==> config.mk <==
export PLATFORM = sky130hd
export DESIGN_NAME = deq_ctrl
export DESIGN_NICKNAME = d
export VERILOG_FILES = /design/src/rtl/core/deq_pkg.sv /design/src/rtl/core/deq_ctrl.sv
export SDC_FILE = /design/constraint.sdc
export NUM_CORES = 1
export LEC_CHECK = 0
export BUFFER_PORTS_ARGS = -buffer_cell sky130_fd_sc_hd__buf_2
export CORE_AREA = 8 8 45 47
export DETAILED_ROUTE_END_ITERATION = 7
export DIE_AREA = 0 0 53 55
export PLACE_DENSITY_LB_ADDON = 0.3
export SLEW_MARGIN = 20
export SYNTH_ARGS = -nofsm -noshare
export SYNTH_HDL_FRONTEND = slang
export SYNTH_SLANG_ARGS = --single-unit
==> constraint.sdc <==
create_clock -name clk_i -period 0.8 [get_ports clk_i]
set_input_delay 0.16 -clock clk_i [delete_from_list [all_inputs] [get_ports clk_i]]
set_output_delay 0.16 -clock clk_i [all_outputs]
set_load 0.02 [all_outputs]
==> src/rtl/core/deq_pkg.sv <==
package deq_pkg;

  typedef enum logic [2:0] {
    OP_PUSH_FRONT = 3'd0,
    OP_PUSH_BACK  = 3'd1,
    OP_POP_FRONT  = 3'd2,
    OP_POP_BACK   = 3'd3,
    OP_QUERY      = 3'd4
  } op_e;

  typedef enum logic [1:0] {
    ST_OK    = 2'd0,
    ST_EMPTY = 2'd1,
    ST_FULL  = 2'd2
  } status_e;

  typedef enum logic [1:0] {
    S_IDLE,
    S_LOAD,
    S_RESP
  } state_e;

  typedef struct packed {
    logic exec;
    logic load;
  } deq_cmd_t;

  typedef struct packed {
    logic need_read;
  } deq_stat_t;

  localparam int unsigned WordW  = 32;
  localparam int unsigned CountW = 11;

endpackage

==> src/rtl/core/deq_ctrl.sv <==
module deq_ctrl import deq_pkg::*; (
  input  logic      clk_i,
  input  logic      rst_ni,
  input  logic      in_valid_i,
  output logic      in_ready_o,
  output logic      out_valid_o,
  input  logic      out_ready_i,
  input  deq_stat_t stat_i,
  output deq_cmd_t  cmd_o
);

  state_e state_q, state_d;

  always_ff @(posedge clk_i or negedge rst_ni) begin
    if (!rst_ni) begin
      state_q <= S_IDLE;
    end else begin
      state_q <= state_d;
    end
  end

  always_comb begin
    state_d     = state_q;
    in_ready_o  = 1'b0;
    out_valid_o = 1'b0;
    cmd_o       = '0;
    unique case (state_q)
      S_IDLE: begin
        in_ready_o = 1'b1;
        if (in_valid_i) begin
          cmd_o.exec = 1'b1;
          state_d    = stat_i.need_read ? S_LOAD : S_RESP;
        end
      end
      S_LOAD: begin
        cmd_o.load = 1'b1;
        state_d    = S_RESP;
      end
      S_RESP: begin
        out_valid_o = 1'b1;
        if (out_ready_i) begin
          state_d = S_IDLE;
        end
      end
      default: state_d = S_IDLE;
    endcase
  end

endmodule

==> results.toml <==
[power_and_ir_drop]
leakagePower_uw = 0.0001251
peakVddDrop_mv = 0.5716
p_per_area_mw_per_mm2 = 3845

[clock_tree]
htreeDepth = 1
clk_latency_ns = 0.22
cts_tree = "yes"
numCtsBuffers = 3
cts.sink_count = 2
clk_pin_slew_worst_paths_ns = 0.03
cts.root.buffer_cell = "clkbuf_4"
cts_buffer_depth = 2

[grt]
grt_usage_pct = 3.878
grt_util_met2_pct = 4.297
grtUsageMet1_pct = 1.973
grt_pass1_wl_um = 662
grt_pass1_vias = 157
grtUsageMet3_pct = 6.417
grt.busiest_layer = "met3"
grt_remaining_overflow = 0
antenna_found_initial = 0
grt_max_degree = 5

[final_layout]
largest_register = "state_q"
diodes = 0
instances_no_fill = 41
layout-drive-gt1-share_pct = 80.00
num-nets-final = 32
top_regs = "state_q x2"
largest_register_ffs = 2
layout_common_cells = "buf_6 (6), buf_2 (4), clkbuf_4 (3)"
final_common_cell = "buf_6"
fin_area_sq_um = 269.0
syn_to_final_growth_pct = 162.2

[synthesis]
synthSimpleGateAreaFrac_pct = 39.02
synth_compound_area_share_pct = 12.20
postSynthCellCount = 10
yosysWarnings = 0
synth_top_cell_by_area = "dfrtp_1"
synth-adder-area-share_pct = 0
yosys-top-cells-area = "dfrtp_1 (49%), and2b_2 (8.5%), o21a_1 (7.3%), and2_1 (6.1%), and3_1 (6.1%)"
syn_area_sq_um = 102.6
syn-num-nets = 15
synth_seq_cells = 2
synth_top_area_share_pct = 48.78
netlist-cell-type-count = 9
synth-seq-area-share_pct = 48.78
synth.avg_cell_area_sq_um = 10.26
synth_top_family_by_area = "simple AND/OR/NAND/NOR gates"
muxShareOfSynthArea_pct = 0
synth-xor-area-share_pct = 0

[route]
ant_nets = 0
via_per_inst = 3.195
via_count = 131
drc = 0
wl_per_cell_um = 9.927
first_pass_iters = 1
wl_um = 407
drtIter0Drc = 0

[place]
numPortBuffers = 8
placed_cells = 34
place_area_sq_um = 170.2
pre_cts_ws_ns = -0.2115
gp_congestion = 0.6570
hpwl_um = 288.5

[sta]
hold_violations = 0
skew_ns = 0.0002011
maxSlewViolCount = 0
fmax_ghz = 0.8460
finalCritPeriodShare_pct = 147.8
holdWs_ns = 0.2000
setup_ws_ns = -0.3821
period_needed_ns = 1.182
rsz0062_at_grt = "true"
slew_headroom_pct = 88.59
setup_viol = 6
tightestPinTransition_ns = 0.1711
setup-tns-final_ns = -1.652

[floorplanning]
fp.dieW_um = 53
placement_rows = 14
boundaryPins = 9
die-area_sq_mm = 0.002915
die_height_um = 55
initial_utilization_pct = 7.414
core_sq_mm = 0.001384

[job]
drv_cap = 0

[setup_path]
ff2ff_path_depth = 4
start_kind = "flop"
rr_startpoint = "state_q[1]"
path_class = "reg2out"
end_kind = "output pin"
arrival_ns = 1.02
crit_end = "cmd_o[1]"
worstPathRequired_ns = 0.64
crit_fanout = 3
reg2reg_to = "state_q[0]"
crit_path_start = "state_q[1]"
r2r_setup_slack_ns = -0.17

[run_status]
violations = "setup timing"
run_status = "complete, but fails checks"

[hold_path]
hp-start = "out_ready_i"
hp-class = "in2reg"
cells in the mapped netlist:
master	count
dfrtp_1	2
a21oi_1	1
and2_1	1
and2b_2	1
and3_1	1
nand2b_1	1
nor2_2	1
nor2b_1	1
o21a_1	1
worst min path at each step:
stage               cells after the start    endpoint  slack (ns)
floorplan                               0  state_q[0]       -0.14
global placement                        1  state_q[1]       -0.05
detailed placement                      1  state_q[1]       -0.05
CTS                                     2  state_q[0]        0.18
global route                            3  state_q[1]        0.21
finish                                  3  state_q[1]        0.20
worst max-delay path, stage by stage, from the launching register on:
cell and delay, ns:
dfrtp_1 0.41, nor2_4 0.14, and2_4 0.14, buf_6 0.11
logic make-up after synthesis:
| logic type | Yosys count |
|---|---|
| AO/OA/AOI/OAI | 2 |
| flip-flops | 2 |
| AND/OR/NAND/NOR | 6 |
timing repair:
action	CTS	global route
resized for setup	9	4
pin swaps	2	1
setup endpoints to repair	4	6
buffers inserted	2	1
hold buffers	1	0
hold endpoints to repair	2	0
metal layers:
metal	routed length, um	vias up
met5	0	-
met4	0	0
met3	131	0
met2	161	9
met1	114	58
li1	-	64
report_power, final:
part	leakage [uW]	internal, uW	total (uW)	switching [uW]
registers	0.0000253	136	185	49.0
logic	0.0000860	380	632	251
clock network	0.0000138	165	218	52.8
total	0.000125	681	1030	353
layout make-up:
class	count	area, sq um
fill	148	1115
sequential	2	50.05
timing repair buffer	12	105.1
tap	16	20.02
clock buffer	3	22.52
multi-input combinational	8	71.32
metrics by stage:
stage	utilization, %	power, uW
6_report	19.44	1034
3_3_place_gp	12.30	508.9
3_5_place_dp	12.30	521.7
2_1_floorplan	-	411.3
5_1_grt	19.44	1110
4_1_cts	17.81	969.1
No activity file was read; power rests on OpenSTA's default activity.
